**src/rtl/assert_macros.svh**
```systemverilog
// ----------------------------------------------------------------------------
// assertion macros
// shared concurrent assertion forms, sampled on clk_i, off while rst_ni is low
// ----------------------------------------------------------------------------
`ifndef ASSERT_MACROS_SVH
`define ASSERT_MACROS_SVH

// same-cycle implication
`define RILB_ASSERT_IMP(lbl, ante, cons, msg) \
  lbl: assert property (@(posedge clk_i) disable iff (!rst_ni) (ante) |-> (cons)) \
    else $error(msg);

// next-cycle implication
`define RILB_ASSERT_NXT(lbl, ante, cons, msg) \
  lbl: assert property (@(posedge clk_i) disable iff (!rst_ni) (ante) |=> (cons)) \
    else $error(msg);

`endif

```
**src/rtl/rilb_pkg.sv**
```systemverilog
// ----------------------------------------------------------------------------
// rilb_pkg
// constants, types and arithmetic helpers of the row iir low-pass filter
// ----------------------------------------------------------------------------
`timescale 1ns / 1ps

package rilb_pkg;

  // sizing
  localparam int unsigned MAX_WIDTH          = 2048;
  localparam int unsigned COEF_FRACTION_BITS = 16;

  // fixed field widths
  localparam int unsigned PIX_W       = 8;
  localparam int unsigned COLUMN_W    = 11;
  localparam int unsigned STRENGTH_W  = 17;
  localparam int unsigned ROW_WIDTH_W = 12;
  localparam int unsigned CFG_DATA_W  = 17;
  localparam int unsigned CFG_IDX_W   = 1;

  // derived widths
  localparam int unsigned COL_W     = $clog2(MAX_WIDTH);
  localparam int unsigned W_W       = $clog2(MAX_WIDTH + 1);
  localparam int unsigned ADDR_W    = COL_W + 1;
  localparam int unsigned RAM_DEPTH = 2 ** ADDR_W;
  localparam int unsigned COEF_W    = COEF_FRACTION_BITS + 2;
  localparam int unsigned PROD_W    = COEF_W + PIX_W;
  localparam int unsigned SUM_W     = COEF_W + 10;

  localparam int unsigned MIN_WIDTH = 4;
  localparam logic [ROW_WIDTH_W-1:0] ROW_WIDTH_RESET = ROW_WIDTH_W'(2048);
  localparam logic [STRENGTH_W-1:0]  ONE_Q16 = STRENGTH_W'(65536);
  localparam logic [PIX_W-1:0]       PIX_MAX = {PIX_W{1'b1}};

  typedef enum logic {
    ACT_PIXEL = 1'b0,
    ACT_DRAIN = 1'b1
  } action_e;

  typedef enum logic [CFG_IDX_W-1:0] {
    REG_STRENGTH  = CFG_IDX_W'(0),
    REG_ROW_WIDTH = CFG_IDX_W'(1)
  } cfg_reg_e;

  typedef struct packed {
    logic [COEF_W-1:0] a;
    logic [COEF_W-1:0] b;
    logic [COEF_W-1:0] cm;
  } coef_t;

  typedef struct packed {
    logic             valid;
    logic [PIX_W-1:0] x;
    logic [COL_W-1:0] col;
    logic             bank;
    logic             pass_thru;
  } fwd_req_t;

  typedef struct packed {
    logic             valid;
    logic [COL_W-1:0] col;
    logic             bank;
    logic             pass_thru;
    logic             last;
  } emit_req_t;

  typedef struct packed {
    logic              en;
    logic [ADDR_W-1:0] addr;
    logic [PIX_W-1:0]  data;
  } wr_port_t;

  typedef struct packed {
    logic              en;
    logic [ADDR_W-1:0] addr;
  } rd_port_t;

  function automatic logic [STRENGTH_W-1:0] clamp_pole(input logic [STRENGTH_W-1:0] s);
    return (s > ONE_Q16) ? ONE_Q16 : s;
  endfunction

  // a = (1-r)^2 in q2.f
  function automatic logic [COEF_W-1:0] calc_coef_a(input logic [STRENGTH_W-1:0] s);
    logic [STRENGTH_W-1:0]   q;
    logic [2*STRENGTH_W-1:0] sq;
    logic [63:0]             t;
    q  = ONE_Q16 - clamp_pole(s);
    sq = (2*STRENGTH_W)'(q) * (2*STRENGTH_W)'(q);
    t  = (64'(sq) << COEF_FRACTION_BITS) >> 32;
    return COEF_W'(t);
  endfunction

  // b = 2r in q2.f
  function automatic logic [COEF_W-1:0] calc_coef_b(input logic [STRENGTH_W-1:0] s);
    logic [63:0] t;
    t = (64'(clamp_pole(s)) << (COEF_FRACTION_BITS + 1)) >> 16;
    return COEF_W'(t);
  endfunction

  // magnitude of c = -r^2 in q2.f
  function automatic logic [COEF_W-1:0] calc_coef_cm(input logic [STRENGTH_W-1:0] s);
    logic [STRENGTH_W-1:0]   r;
    logic [2*STRENGTH_W-1:0] sq;
    logic [63:0]             t;
    r  = clamp_pole(s);
    sq = (2*STRENGTH_W)'(r) * (2*STRENGTH_W)'(r);
    t  = (64'(sq) << COEF_FRACTION_BITS) >> 32;
    return COEF_W'(t);
  endfunction

  localparam coef_t COEF_RESET = '{
    a:  calc_coef_a('0),
    b:  calc_coef_b('0),
    cm: calc_coef_cm('0)
  };

  // ax + b*y1 - cm*y2, truncated to integer and clipped to pixel range
  function automatic logic [PIX_W-1:0] rilb_filt(input logic [PROD_W-1:0] ax,
                                                 input logic [PIX_W-1:0]  y1,
                                                 input logic [PIX_W-1:0]  y2,
                                                 input coef_t             c);
    logic [PROD_W-1:0]       by1;
    logic [PROD_W-1:0]       cy2;
    logic signed [SUM_W-1:0] s;
    logic [SUM_W-1:0]        v;
    logic [PIX_W-1:0]        res;
    by1 = PROD_W'(c.b) * PROD_W'(y1);
    cy2 = PROD_W'(c.cm) * PROD_W'(y2);
    s   = $signed(SUM_W'(ax)) + $signed(SUM_W'(by1)) - $signed(SUM_W'(cy2));
    v   = $unsigned(s) >> COEF_FRACTION_BITS;
    if (s < 0) begin
      res = '0;
    end else if (v > SUM_W'(PIX_MAX)) begin
      res = PIX_MAX;
    end else begin
      res = PIX_W'(v);
    end
    return res;
  endfunction

endpackage

```
**src/rtl/rilb_if.sv**
```systemverilog


interface rilb_out_if import rilb_pkg::*; ();
  logic                valid;
  logic                ready;
  logic [PIX_W-1:0]    pixel_out;
  logic [COLUMN_W-1:0] column;
  logic                last_of_row;

  modport source (output valid, output pixel_out, output column, output last_of_row,
                  input ready);
  modport sink   (input valid, input pixel_out, input column, input last_of_row,
                  output ready);
endinterface


```
**src/rtl/rilb_bwd.sv**
```systemverilog
// ----------------------------------------------------------------------------
// rilb_bwd
// right-to-left recursion over the stored row, with output register
// ----------------------------------------------------------------------------
`timescale 1ns / 1ps
`include "assert_macros.svh"

module rilb_bwd import rilb_pkg::*; (
  input  logic              clk_i,
  input  logic              rst_ni,
  input  coef_t             coef_i,
  input  emit_req_t         emit_req_i,
  input  wr_port_t          wr_i,
  output rd_port_t          rd_o,
  input  logic [PIX_W-1:0]  rd_data_i,
  output logic              take_ok_o,
  rilb_out_if.source        out_if
);

  // e1: ram read in flight
  logic             e1_v_q, e1_v_d;
  logic [COL_W-1:0] e1_col_q;
  logic             e1_pass_q;
  logic             e1_last_q;
  logic             byp_hit_q;
  logic [PIX_W-1:0] byp_data_q;
  // e2: stored pixel and its input product
  logic              e2_v_q, e2_v_d;
  logic [PIX_W-1:0]  e2_f_q;
  logic [PROD_W-1:0] e2_ax_q;
  logic [COL_W-1:0]  e2_col_q;
  logic              e2_pass_q;
  logic              e2_last_q;
  // output register
  logic             out_v_q, out_v_d;
  logic [PIX_W-1:0] out_pix_q;
  logic [COL_W-1:0] out_col_q;
  logic             out_last_q;
  logic [PIX_W-1:0] bwd1_q, bwd2_q;

  logic             out_free, e2_free, e1_free;
  logic             e2_load, out_load;
  logic [PIX_W-1:0] f;
  logic [PIX_W-1:0] y;

  assign out_free  = !out_v_q || out_if.ready;
  assign e2_free   = !e2_v_q || out_free;
  assign e1_free   = !e1_v_q || e2_free;
  assign take_ok_o = e1_free;
  assign e2_load   = e1_v_q && e2_free;
  assign out_load  = e2_v_q && out_free;

  assign rd_o.en   = emit_req_i.valid;
  assign rd_o.addr = {emit_req_i.bank, emit_req_i.col};

  // last pixel of a row can be read in the same cycle it is written
  assign f = byp_hit_q ? byp_data_q : rd_data_i;
  assign y = e2_pass_q ? e2_f_q : rilb_filt(e2_ax_q, bwd1_q, bwd2_q, coef_i);

  always_comb begin
    e1_v_d  = e1_v_q;
    e2_v_d  = e2_v_q;
    out_v_d = out_v_q;
    if (e1_free) begin
      e1_v_d = emit_req_i.valid;
    end
    if (e2_free) begin
      e2_v_d = e1_v_q;
    end
    if (out_free) begin
      out_v_d = e2_v_q;
    end
  end

  always_ff @(posedge clk_i or negedge rst_ni) begin
    if (!rst_ni) begin
      e1_v_q  <= 1'b0;
      e2_v_q  <= 1'b0;
      out_v_q <= 1'b0;
      bwd1_q  <= '0;
      bwd2_q  <= '0;
    end else begin
      e1_v_q  <= e1_v_d;
      e2_v_q  <= e2_v_d;
      out_v_q <= out_v_d;
      if (out_load) begin
        bwd2_q <= bwd1_q;
        bwd1_q <= y;
      end
    end
  end

  always_ff @(posedge clk_i) begin
    if (emit_req_i.valid) begin
      e1_col_q   <= emit_req_i.col;
      e1_pass_q  <= emit_req_i.pass_thru;
      e1_last_q  <= emit_req_i.last;
      byp_hit_q  <= wr_i.en && (wr_i.addr == rd_o.addr);
      byp_data_q <= wr_i.data;
    end
    if (e2_load) begin
      e2_f_q    <= f;
      e2_ax_q   <= PROD_W'(coef_i.a) * PROD_W'(f);
      e2_col_q  <= e1_col_q;
      e2_pass_q <= e1_pass_q;
      e2_last_q <= e1_last_q;
    end
    if (out_load) begin
      out_pix_q  <= y;
      out_col_q  <= e2_col_q;
      out_last_q <= e2_last_q;
    end
  end

  assign out_if.valid       = out_v_q;
  assign out_if.pixel_out   = out_pix_q;
  assign out_if.column      = COLUMN_W'(out_col_q);
  assign out_if.last_of_row = out_last_q;

  `RILB_ASSERT_IMP(a_read_slot, emit_req_i.valid, e1_free, "read issued while e1 is held")
  `RILB_ASSERT_IMP(a_last_is_col0, out_v_q && out_last_q, out_col_q == '0, "row end flag off column zero")

endmodule

```
**src/flat_wrapper.sv**
```systemverilog
// flat-port wrapper written by rule: the top's interface ports become plain ports
module rilb_bwd_flat import rilb_pkg::*;
  (clk_i, rst_ni, coef_i, emit_req_i, wr_i, rd_o, rd_data_i, take_ok_o, out_if_valid, out_if_pixel_out, out_if_column, out_if_last_of_row, out_if_ready);
  rilb_out_if out_if_i ();
  input  logic clk_i;
  input  logic rst_ni;
  input  coef_t coef_i;
  input  emit_req_t emit_req_i;
  input  wr_port_t wr_i;
  output rd_port_t rd_o;
  input  logic [PIX_W-1:0] rd_data_i;
  output logic take_ok_o;
  output wire logic [$bits(out_if_i.valid)-1:0] out_if_valid;
  output wire logic [$bits(out_if_i.pixel_out)-1:0] out_if_pixel_out;
  output wire logic [$bits(out_if_i.column)-1:0] out_if_column;
  output wire logic [$bits(out_if_i.last_of_row)-1:0] out_if_last_of_row;
  input wire logic [$bits(out_if_i.ready)-1:0] out_if_ready;
  assign out_if_valid = out_if_i.valid;
  assign out_if_pixel_out = out_if_i.pixel_out;
  assign out_if_column = out_if_i.column;
  assign out_if_last_of_row = out_if_i.last_of_row;
  assign out_if_i.ready = out_if_ready;
  rilb_bwd u_core (.clk_i(clk_i), .rst_ni(rst_ni), .coef_i(coef_i), .emit_req_i(emit_req_i), .wr_i(wr_i), .rd_o(rd_o), .rd_data_i(rd_data_i), .take_ok_o(take_ok_o), .out_if(out_if_i));
endmodule
```
**config.mk**
```make
export PLATFORM = sky130hd
export DESIGN_NAME = rilb_bwd_flat
export DESIGN_NICKNAME = d
export VERILOG_FILES = /design/src/rtl/rilb_pkg.sv /design/src/rtl/rilb_if.sv /design/src/rtl/rilb_bwd.sv /design/src/flat_wrapper.sv
export VERILOG_INCLUDE_DIRS = /design/src /design/src/rtl
export SDC_FILE = /design/constraint.sdc
export NUM_CORES = 1
export LEC_CHECK = 0
export ABC_AREA = 1
export BUFFER_PORTS_ARGS = -buffer_cell sky130_fd_sc_hd__buf_2
export CORE_MARGIN = 1
export CORE_UTILIZATION = 40
export DETAILED_ROUTE_END_ITERATION = 16
export SETUP_SLACK_MARGIN = 0.1
export SLEW_MARGIN = 20
export SYNTH_ARGS = -nofsm -noshare
export SYNTH_HDL_FRONTEND = slang
export SYNTH_SLANG_ARGS = --single-unit
export TNS_END_PERCENT = 5
```
**constraint.sdc**
```tcl
create_clock -name clk_i -period 7.3 [get_ports clk_i]
set_clock_uncertainty 0.15 [all_clocks]
set_input_delay 1.095 -clock clk_i [delete_from_list [all_inputs] [get_ports clk_i]]
set_output_delay 1.095 -clock clk_i [all_outputs]
set_load 0.05 [all_outputs]
```
Word level (Yosys, flattened, before mapping)
Index checks and enable logic that the tools add are counted.

cells by class
  add/subtract/negate cells = 2
  $mul = 3
  div/mod/pow operators = 0
  $lt $le $gt $ge = 2
  eq/ne operators = 1
  shift-type cells = 0
  muxes and demuxes = 4
  bitwise operators = 0
  reductions and logical operators = 9

operators by type and width
  kind                 number
  $mul 18x8->26        3
  $mux 8               4
  $lt 28x1->1 const B  1
  $sub 27x26->28       1
  $add 26x26->27       1
  $eq 12x12->1         1
  $gt 12x8->1 const B  1
  $logic_and 1x1->1    3
  $logic_not 1->1      3
  $logic_or 1x1->1     3

word-level totals
  flip-flop bits (word level) = 108
  bits in latches = 0
  bits in writable memories = 0
  ROM bits = 0
  input port bits = 101
  output and inout bits = 35
  word-level logic and storage cells = 39
  memories = 0

Logic depth before layout (Yosys ltp)
Gate-level depths: netlist of run 1.

  word-level depth = 7
  depth in mapped cells = 34
  depth with buffers taken out = 32

Worst setup path after synthesis of run 1
Ideal clock, no wire load.

  path kind = input -> register
  start = input port coef_i[16] (netlist name)
  end = register u_core.out_pix_q[0], in the netlist u_core.out_if.pixel_out[0], data pin
  setup time = 0.255 ns
  arrival = 6.063 ns
  required time = 6.895 ns
  slack = 0.833 ns
  stages on the path = 25
  path buffers = 1
  cell sequence = clkbuf_1 nand2_1 fa_1 inv_1 fa_1 fa_1 inv_1 fa_1 fa_1 inv_1 fa_1 inv_1 ha_1 nand2_1 inv_2 a21oi_2 nand2_1 a21oi_1 nand3b_1 nand2_2 nand3_2 nor2_4 nand2_1 nand2_1 nand2_2

on the way
  cells in the longest elaborated chain, start to end = 6
  elaborated cells on any way between the ends = 7

ends and longest elaborated chain
  what                                                                 line               source
  from (decl)                                                          flat_wrapper.sv:7  input coef_t coef_i;
  $mul 18x8->26 (*)                                                    rilb_pkg.sv:128    cy2 = PROD_W'(c.cm) * PROD_W'(y2);
  $sub 27x26->28 (*)                                                   rilb_pkg.sv:129    s = $signed(SUM_W'(ax)) + $signed(SUM_W'(by1)) - $signed(SUM_W'(cy2));
  parallel branches: the longest is 2 deep, another holds $lt 28x1->1  --
  $mux 8 (*)                                                           rilb_pkg.sv:131    if (s < 0) begin
  $mux 8 (*)                                                           rilb_bwd.sv:58     assign y = e2_pass_q ? e2_f_q : rilb_filt(e2_ax_q, bwd1_q, bwd2_q, coef_i);
  via u_core.y[0]                                                      rilb_bwd.sv:44     logic [PIX_W-1:0] y;
  to (signal assigned)                                                 rilb_bwd.sv:109    out_pix_q <= y;
  to (decl)                                                            rilb_bwd.sv:36     logic [PIX_W-1:0] out_pix_q;

Mark *: on every way through the listed nets, which the timed path passes.
A chain may end at the register's enable or synchronous reset.

Worst setup path after layout of run 1
  start = register u_core.bwd2_q[1]
  end = register u_core.out_pix_q[2], in the netlist u_core.out_if.pixel_out[2], data pin

on the way
  cells in the longest elaborated chain, start to end = 6
  elaborated cells on any way between the ends = 7

ends and longest elaborated chain
  what                                                                 line             source
  from (decl)                                                          rilb_bwd.sv:39   logic [PIX_W-1:0] bwd1_q, bwd2_q;
  from (signal assigned)                                               rilb_bwd.sv:87   bwd2_q <= bwd1_q;
  $mul 18x8->26 (*)                                                    rilb_pkg.sv:128
  $sub 27x26->28 (*)                                                   rilb_pkg.sv:129
  parallel branches: the longest is 2 deep, another holds $lt 28x1->1  --
  $mux 8 (*)                                                           rilb_pkg.sv:131
  $mux 8 (*)                                                           rilb_bwd.sv:58
  via u_core.y[2]                                                      rilb_bwd.sv:44

Marked as above.

==> results of run 1 <==
==> per-layer routing <==
metal  vias to the layer above  share of wire (%)  global-route usage (%)
met2                       272                 51                    35.6
met1                      6825                 44                    26.4
met5                         -                  0                       0
li1                       6489                  -                       -
met4                         0                1.8                    4.71
met3                        50                3.7                    1.59
==> cell families (layout without fill, tap and decap cells) <==
group                    Yosys count  after routing  synth area share, %
AND/OR/NAND/NOR                  789            789                 16.9
flip-flops                       108            108                 16.9
buffers and inverters            731            802                 15.1
XOR/XNOR                          31             31                 1.45
adder cells (fa/ha/maj)          482            482                 46.8
AO/OA/AOI/OAI                     91             91                 2.90
==> sequential cells by signal, summed over array words and instances (netlist names), 8 cells and up <==
signal                   flops
u_core.e2_f_q                8
u_core.byp_data_q            8
u_core.bwd2_q                8
u_core.e2_col_q             11
u_core.out_if.pixel_out      8
u_core.bwd1_q                8
u_core.out_if.column        11
u_core.e2_ax_q              26
u_core.e1_col_q             11
==> placed cells by master (no fill, tap or decap), types with 2 or more instances in the layout <==
master,count
o22ai_1,2
a21oi_1,43
a31oi_1,2
clkbuf_16,9
nand3b_1,5
nand3_1,23
a211oi_1,3
o211ai_1,2
o21ai_1,5
nand3_2,3
buf_2,135
or2_2,15
o21bai_1,3
fa_1,361
nor4_1,3
nand2_2,15
buf_4,13
nand2_1,596
nor2_4,3
o221ai_1,2
nand4_1,2
xor2_1,20
dfrtp_1,19
nor3_1,6
edfxtp_1,89
clkinv_8,3
inv_1,634
nor2_1,115
ha_1,121
inv_8,2
a221oi_1,4
o21ai_0,14
xnor2_1,11
inv_2,4
a21o_1,6
==> layout make-up <==
| cell class | instances | area [µm²] | area share, % |
|---|---|---|---|
| timing repair buffer | 148 | 773 | 3.85 |
| clock buffer | 9 | 225 | 1.12 |
| clock inverter | 7 | 96.3 | 0.479 |
| sequential | 108 | 3150 | 15.7 |
| multi-input combinational | 1393 | 12700 | 63.2 |
| tap | 600 | 751 | 3.74 |
| inverter | 638 | 2390 | 11.9 |
==> path summary, 6_finish.rpt <==
| kind | endpoint | cells after the start |
|---|---|---|
| max in group asynchronous | u_core.bwd1_q[4] | 1 |
| min | u_core.out_if.column[1] | 0 |
| min reg2reg | u_core.out_if.column[1] | 0 |
| max | u_core.out_if.pixel_out[2] | 24 |
| max reg2reg | u_core.out_if.pixel_out[2] | 24 |
| min in group asynchronous | u_core.out_if.valid | 1 |
==> critical path, cell delays in order, from the launching register on <==
cell and delay, ps:
dfrtp_1 890, nand2_1 190, fa_1 580, inv_1 60, fa_1 510, fa_1 530, inv_1 60, fa_1 520
fa_1 510, inv_1 50, fa_1 480, inv_1 40, ha_1 300, nand2_1 120, inv_1 70, a21oi_1 260
nand3_2 180, nand2_1 120, nand3b_1 180, nand2_2 130, nand3_2 90, nor2_4 170, nand2_1 90, nand2_1 80
nand2_2 60
==> through the flow <==
step,cells,cell area [µm²],setup WS [ps],hold WS [ps]
CTS,2903,20100,613,262
floorplan,2232,18700,833,250
detailed placement,2887,19800,303,255
global route,2903,20100,257,273
finish,2903,20100,651,263
global placement,2887,19800,338,250
==> summary.md, run 1 <==
| Metric | Value |
|---|---|
| Util after Layout | 44.0% |
| Critical Path AT | 6610 ps |
| Seq cells post-synth | 108 |
| Max Fclk | 0.150 GHz |
| CTS Root Cell | clkbuf_16 |
| Worst Setup SP | u_core.bwd2_q[1] |
| Fin crit share | 91.1% |
| RSZ-0062 raised after global routing | no |
| Synthesized area | 0.0187 mm² |
| H-tree depth | 3 |
| CTS tree | yes |
| Synth Instances | 2232 |
| Period minus WS final | 6650 ps |
| Area growth syn-to-layout | 7.60% |
| Total routed wirelength | 44700 µm |
| Critical Path Source Type | flip-flop |
| Slew Limit Fails | 0 |
| DR iter-0 viols | 666 |
| Nets@finish | 2881 |
| Max-Cap Viols | 0 |
| Antenna violations before repair | 0 |
| Hold buffer count at CTS | 0 |
| Share of the synthesized area in the top cell type | 38.7% |
| Post-CTS Resized | 0 |
| Vias | 13636 |
| Width of the die | 218 µm |
| Clk sinks | 108 |
| Grt total ovfl | 0 |
| Register-to-register setup slack | 650 ps |
| Share of cells above drive strength 1 | 9.03% |
| RePlAce Congestion | 0.898 |
| Post-synth top flop | edfxtp_1 |
| Leading area contributor after synthesis | fa_1 |
| Die Ht | 218 µm |
| Netlist cell types | 44 |
| Post-synth top cells | inv_1 (635), nand2_1 (596), fa_1 (361) |
| I/O Pins | 136 |
| Final TNS setup | 0 ps |
| Worst-Margin Slew | 999 ps |
| Post-CTS setup buffer count | 0 |
| Final ANT Viol Nets | 0 |
| Crit. End Element | flip-flop |
| Tot GR Track Use | 20.0% |
| # port buffers | 135 |
| Register area share after synthesis | 16.9% |
| Worst-case clock buffer depth | 2 |
| Setup-failing EPs final | 0 |
| DR WL/cell | 15.4 µm |
| Cell with the most instances after synthesis | inv_1 |
| Run status | finished clean |
| Synth warn | 0 |
| FP Rows | 78 |
| Post-Syn Nets | 2815 |
| Rel. slew slack | 33.4% |
| Largest net degree at the start of global routing | 48 |
| Drt drc | 0 |
| Syn Area/Cell | 8.37 µm² |
| Number of buffers created by CTS | 9 |
| DPL Wire Length | 38800 µm |
| Req. time, crit path | 7260 ps |
| Hold wc startpoint | u_core.e2_col_q[1] |
| R2r startpoint | u_core.bwd2_q[1] |
| Synth top area cells | fa_1 (39%), edfxtp_1 (14%), inv_1 (13%), nand2_1 (12%), ha_1 (8.1%) |
| Fill cell count | 4593 |
| Asr flop ratio synth | 17.6% |
| Vias per inst | 4.70 |
| First-pass GRT wire length | 75600 µm |
| Die area | 0.0476 mm² |
| Critical path type | reg -> reg |
| Clock transition at the registers of the reported paths | 90 ps |
| Post-synth EDFFs | 89 |
| Drt first pass iters | 4 |
| Worst hold path type | reg -> reg |
| Vias in the first global route | 14913 |
| Max Fanout on Critical Path | 19 |
| Clock latency on the worst-skew pair | 360 ps |
| N_diodes | 0 |
| Fin. Hold Viols | 0 |
| Core area | 0.0457 mm² |
| Starting Density | 40.9% |
Power of run 1 is left out: the tool's default activity adds up to more than one toggle a clock period on the data nets, which glitch-free logic cannot reach.
==> run 2: changes to the inputs <==
REMOVE_ABC_BUFFERS = 1   (was default)
clock period = 7.55 ns   (was 7.3 ns; I/O delays follow)
==> run 2 against run 1 <==
Net effect:
- critical path type unchanged
- sequential cell count is the same
- register-to-register slack gained 110 ps
- critical endpoint is now u_core.out_if.pixel_out[5]
- first-iteration DRC count is the same
- utilization shrank 0.12 points
- non-clock buffer count is the same
==> summary.md, run 2 (synthesized netlist as in run 1, its figures left out) <==
| Metric | Value |
|---|---|
| Run status | finished clean |
| Commonest non-fill, non-tap cell in the layout | inv_1 |
| Util after Layout | 43.9% |
| Critical Path Source Type | flip-flop |
| Antenna violations before repair | 0 |
| Largest net degree at the start of global routing | 48 |
| Req. time, crit path | 7510 ps |
| DPL Wire Length | 40200 µm |
| Die Ht | 218 µm |
| RSZ-0062 raised after global routing | no |
| RePlAce Congestion | 0.924 |
| CTS tree | yes |
| Hold buffer count at CTS | 0 |
| H-tree depth | 3 |
| CTS Root Cell | clkbuf_16 |
| Vias in the first global route | 15251 |
| FP Rows | 78 |
| Clock latency on the worst-skew pair | 360 ps |
| Max Fanout on Critical Path | 20 |
| Commonest cells after routing, fill and taps aside | inv_1 (634), nand2_1 (596), fa_1 (361), buf_2 (135), ha_1 (121) |
| R2r startpoint | u_core.bwd1_q[3] |
| Period minus WS final | 6780 ps |
| N_diodes | 0 |
| Fill cell count | 4696 |
| Tot GR Track Use | 20.8% |
| Core area | 0.0457 mm² |
| Reg2reg end | u_core.out_if.pixel_out[5] |
| Fin crit share | 89.9% |
| DR WL/cell | 16.0 µm |
| Share of cells above drive strength 1 | 8.91% |
| Post-CTS setup buffer count | 0 |
| Rel. slew slack | 20.2% |
| I/O Pins | 136 |
| Vias per inst | 4.74 |
| Setup-failing EPs final | 0 |
| Final ANT Viol Nets | 0 |
| Worst slack, placed | 589 ps |
| Fin. Hold Viols | 0 |
| Clock transition at the registers of the reported paths | 70 ps |
| Starting Density | 40.9% |
| Worst-Margin Slew | 1200 ps |
| Hold Crit Depth | 0 |
| Vias | 13764 |
| Post-CTS Resized | 0 |
| Slew Limit Fails | 0 |
| Drt drc | 0 |
| Number of buffers created by CTS | 9 |
| Area growth syn-to-layout | 7.31% |
| Top reg by flops | u_core.e2_ax_q |
| Worst-case clock buffer depth | 2 |
| Nets@finish | 2881 |
| DR iter-0 viols | 666 |
| Register-to-register setup slack | 770 ps |
| Max-Cap Viols | 0 |
| Worst hold path type | reg -> reg |
| Worst hold margin | 272 ps |
| Setup WS post-layout | 766 ps |
| Worst hold endpoint | u_core.e2_col_q[10] |
| Final TNS setup | 0 ps |
| Crit. End Element | flip-flop |
| Grt total ovfl | 0 |
| Largest register FFs | 26 |
| Width of the die | 218 µm |
| Worst Setup SP | u_core.bwd1_q[3] |
| R2R depth | 23 |
| Drt first pass iters | 5 |
| First-pass GRT wire length | 77400 µm |
| Clk sinks | 108 |
| Critical path type | reg -> reg |
| # port buffers | 135 |
| Critical Path AT | 6740 ps |
| Total routed wirelength | 46400 µm |
| Max Fclk | 0.147 GHz |
| Hold wc startpoint | u_core.e1_col_q[10] |
| Die area | 0.0476 mm² |
-- run 2: per-stage QoR --
stage	std cells	cell area, µm²
2_1_floorplan	2139	18300
3_3_place_gp	2887	19800
3_5_place_dp	2887	19800
4_1_cts	2902	20000
5_1_grt	2902	20000
6_report	2902	20000
-- run 2: final cells by class --
cell class                 instances  area [µm²]  share of cell area, %
clock inverter                     5        37.5                  0.187
inverter                         638        2390                   11.9
timing repair buffer             148         773                   3.86
sequential                       108        3150                   15.7
tap                              600         751                   3.75
multi-input combinational       1393       12700                   63.4
clock buffer                      10         229                   1.14
-- run 2: critical path, stage by stage, from the launching register on --
cell      delay (ps)
dfrtp_1         1130
nand2_1          200
fa_1             560
inv_1             60
fa_1             560
fa_1             440
fa_1             490
fa_1             510
inv_1             50
fa_1             470
inv_1             40
ha_1             370
nand2_1          160
inv_2             70
a21oi_2          160
nand2_1          110
a21oi_1          180
nand3b_1         180
nand2_2          110
nand3_2           90
nor2_4           170
nand2_1           80
nand2_1           80
nand2_2           60
-- run 2: how the worst max path moves through the flow --
| stage | end | slack, ps | depth (start not counted) |
|---|---|---|---|
| after detailed placement | u_core.out_if.pixel_out[5] | 590 | 25 |
| after global routing | u_core.out_if.pixel_out[5] | 530 | 23 |
| after floorplan | u_core.out_if.pixel_out[0] | 1300 | 24 |
| final | u_core.out_if.pixel_out[5] | 770 | 23 |
| after global placement | u_core.out_if.pixel_out[2] | 600 | 25 |
| after CTS | u_core.out_if.pixel_out[5] | 790 | 23 |
-- run 2: metal layers --
layer | up-vias | global-route usage (%) | share of wire (%)
li1 | 6495 | - | -
met1 | 6867 | 25.8 | 42
met2 | 354 | 38.3 | 51
met3 | 48 | 2.60 | 4.6
met4 | 0 | 4.20 | 1.5
met5 | - | 0 | 0
Power of run 2 is left out for the same reason.
==> run 3: changes to the inputs <==
==> constraint.sdc (replaced) <==
create_clock -name clk_i -period 7.55 [get_ports clk_i]
set_clock_uncertainty 0.15 [all_clocks]
set_input_delay 0.755 -clock clk_i [delete_from_list [all_inputs] [get_ports clk_i]]
set_output_delay 0.755 -clock clk_i [all_outputs]
set_load 0.05 [all_outputs]
==> run 3 against run 2 <==
Net effect:
- non-clock buffer count shrank 1
- first-iteration DRC count down 12%
- fmax barely moved
- critical path type unchanged
- highest routed layer is now met5
==> summary.md, run 3 (synthesized netlist as in run 1, its figures left out) <==
| Metric | Value |
|---|---|
| Final TNS setup | 0 ps |
| CTS Root Cell | clkbuf_16 |
| Die area | 0.0476 mm² |
| Period minus WS final | 6790 ps |
| Reg2reg end | u_core.out_if.pixel_out[5] |
| Max Fanout on Critical Path | 19 |
| Drt drc | 0 |
| DR iter-0 viols | 586 |
| Starting Density | 40.9% |
| DPL Wire Length | 40300 µm |
| Post-CTS setup buffer count | 0 |
| H-tree depth | 3 |
| Core area | 0.0457 mm² |
| Vias per inst | 4.75 |
| Largest net degree at the start of global routing | 48 |
| Vias | 13789 |
| Clk sinks | 108 |
| Setup WS post-layout | 764 ps |
| Grt total ovfl | 0 |
| Run status | finished clean |
| Worst-case clock buffer depth | 2 |
| Slew Limit Fails | 0 |
| Number of buffers created by CTS | 9 |
| Width of the die | 218 µm |
| Vias in the first global route | 15348 |
| Area growth syn-to-layout | 7.53% |
| Die Ht | 218 µm |
| Top reg by flops | u_core.e2_ax_q |
| Req. time, crit path | 7510 ps |
| Setup-failing EPs final | 0 |
| Met2 wire length | 24100 µm |
| Final ANT Viol Nets | 0 |
| Worst-Margin Slew | 1110 ps |
| Crit. End Element | flip-flop |
| Total routed wirelength | 46900 µm |
| Antenna violations before repair | 2 |
| N_diodes | 0 |
| Commonest cells after routing, fill and taps aside | inv_1 (634), nand2_1 (596), fa_1 (361), buf_2 (135), ha_1 (121) |
| Largest register FFs | 26 |
| FP Rows | 78 |
| WL met3 | 2310 µm |
| Max-Cap Viols | 0 |
| Tot GR Track Use | 21.0% |
| RSZ-0062 raised after global routing | no |
| Worst hold path type | in -> async |
| DR WL/cell | 16.1 µm |
| Critical path type | reg -> reg |
| Share of cells above drive strength 1 | 8.95% |
| Highest routed layer | met5 |
| Register-to-register setup slack | 760 ps |
| I/O Pins | 136 |
| Fin. Hold Viols | 0 |
| Met1 WL | 19400 µm |
| Critical Path Source Type | flip-flop |
| Critical Path AT | 6740 ps |
| R2R depth | 23 |
| Crit path to | u_core.out_if.pixel_out[5] |
| CTS tree | yes |
| Hold buffer count at CTS | 0 |
| RePlAce Congestion | 0.906 |
| Worst hold margin | 205 ps |
| # port buffers | 135 |
| Nets@finish | 2880 |
| Max Fclk | 0.147 GHz |
| Worst Setup SP | u_core.bwd2_q[5] |
| Clock latency on the worst-skew pair | 350 ps |
| Commonest non-fill, non-tap cell in the layout | inv_1 |
| Util after Layout | 44.0% |
| First-pass GRT wire length | 78200 µm |
| Post-CTS Resized | 0 |
| Rel. slew slack | 25.8% |
| Fin crit share | 89.9% |
| R2r startpoint | u_core.bwd2_q[5] |
| Worst slack, placed | 832 ps |
| Drt first pass iters | 7 |
| Clock transition at the registers of the reported paths | 80 ps |
==> run 3: cell count changes in the layout (fill, tap and decap cells not counted) <==
cell      previous run  this run
clkbuf_1             1         0
clkinv_2             2         0
clkinv_8             0         3
clkinv_4             0         1
inv_12               0         1
buf_4               13        12
inv_8                1         0
==> run 3: per-layer routing <==
layer,up-vias,GRT usage [%]
met3,61,3.09
met1,6862,25.7
met5,-,0
met4,2,4.83
met2,360,38.6
li1,6504,-
==> run 3: cell type report <==
type	instances	area (µm²)
multi-input combinational	1393	12700
timing repair buffer	147	766
fill	4649	25600
inverter	638	2390
sequential	108	3150
clock inverter	7	90.1
tap	600	751
clock buffer	9	225
==> run 3: metrics by stage <==
step / cells / instance area (µm²)
after floorplan: 2139 / 18300
after global placement: 2886 / 19800
after detailed placement: 2886 / 19800
after CTS: 2902 / 20100
after global routing: 2902 / 20100
final: 2902 / 20100
==> run 3: worst min path at each step <==
stage | cells after the start | startpoint | slack [ps] | endpoint
global placement | 0 | u_core.e1_col_q[7] | 250 | u_core.e2_col_q[7]
finish | 1 | rst_ni | 200 | u_core.e1_v_q
global route | 1 | rst_ni | 220 | u_core.e1_v_q
detailed placement | 0 | u_core.e1_col_q[6] | 260 | u_core.e2_col_q[6]
CTS | 1 | rst_ni | 210 | u_core.e1_v_q
floorplan | 0 | u_core.e1_col_q[0] | 250 | u_core.e2_col_q[0]
==> run 3: critical path, stage by stage (launching register included) <==
cell and delay [ps]:
dfrtp_1 1080, nand2_1 200, fa_1 570, inv_1 50, fa_1 460, fa_1 510, inv_1 60, fa_1 530
fa_1 520, inv_1 60, fa_1 480, inv_1 50, ha_1 310, a21o_1 190, a21oi_1 220, nand3_2 160
nand2_1 120, nand3b_1 170, nand2_2 120, nand3_2 100, nor2_4 180, nand2_1 80, nand2_1 80, nand2_2 60
Power of run 3 is left out for the same reason.
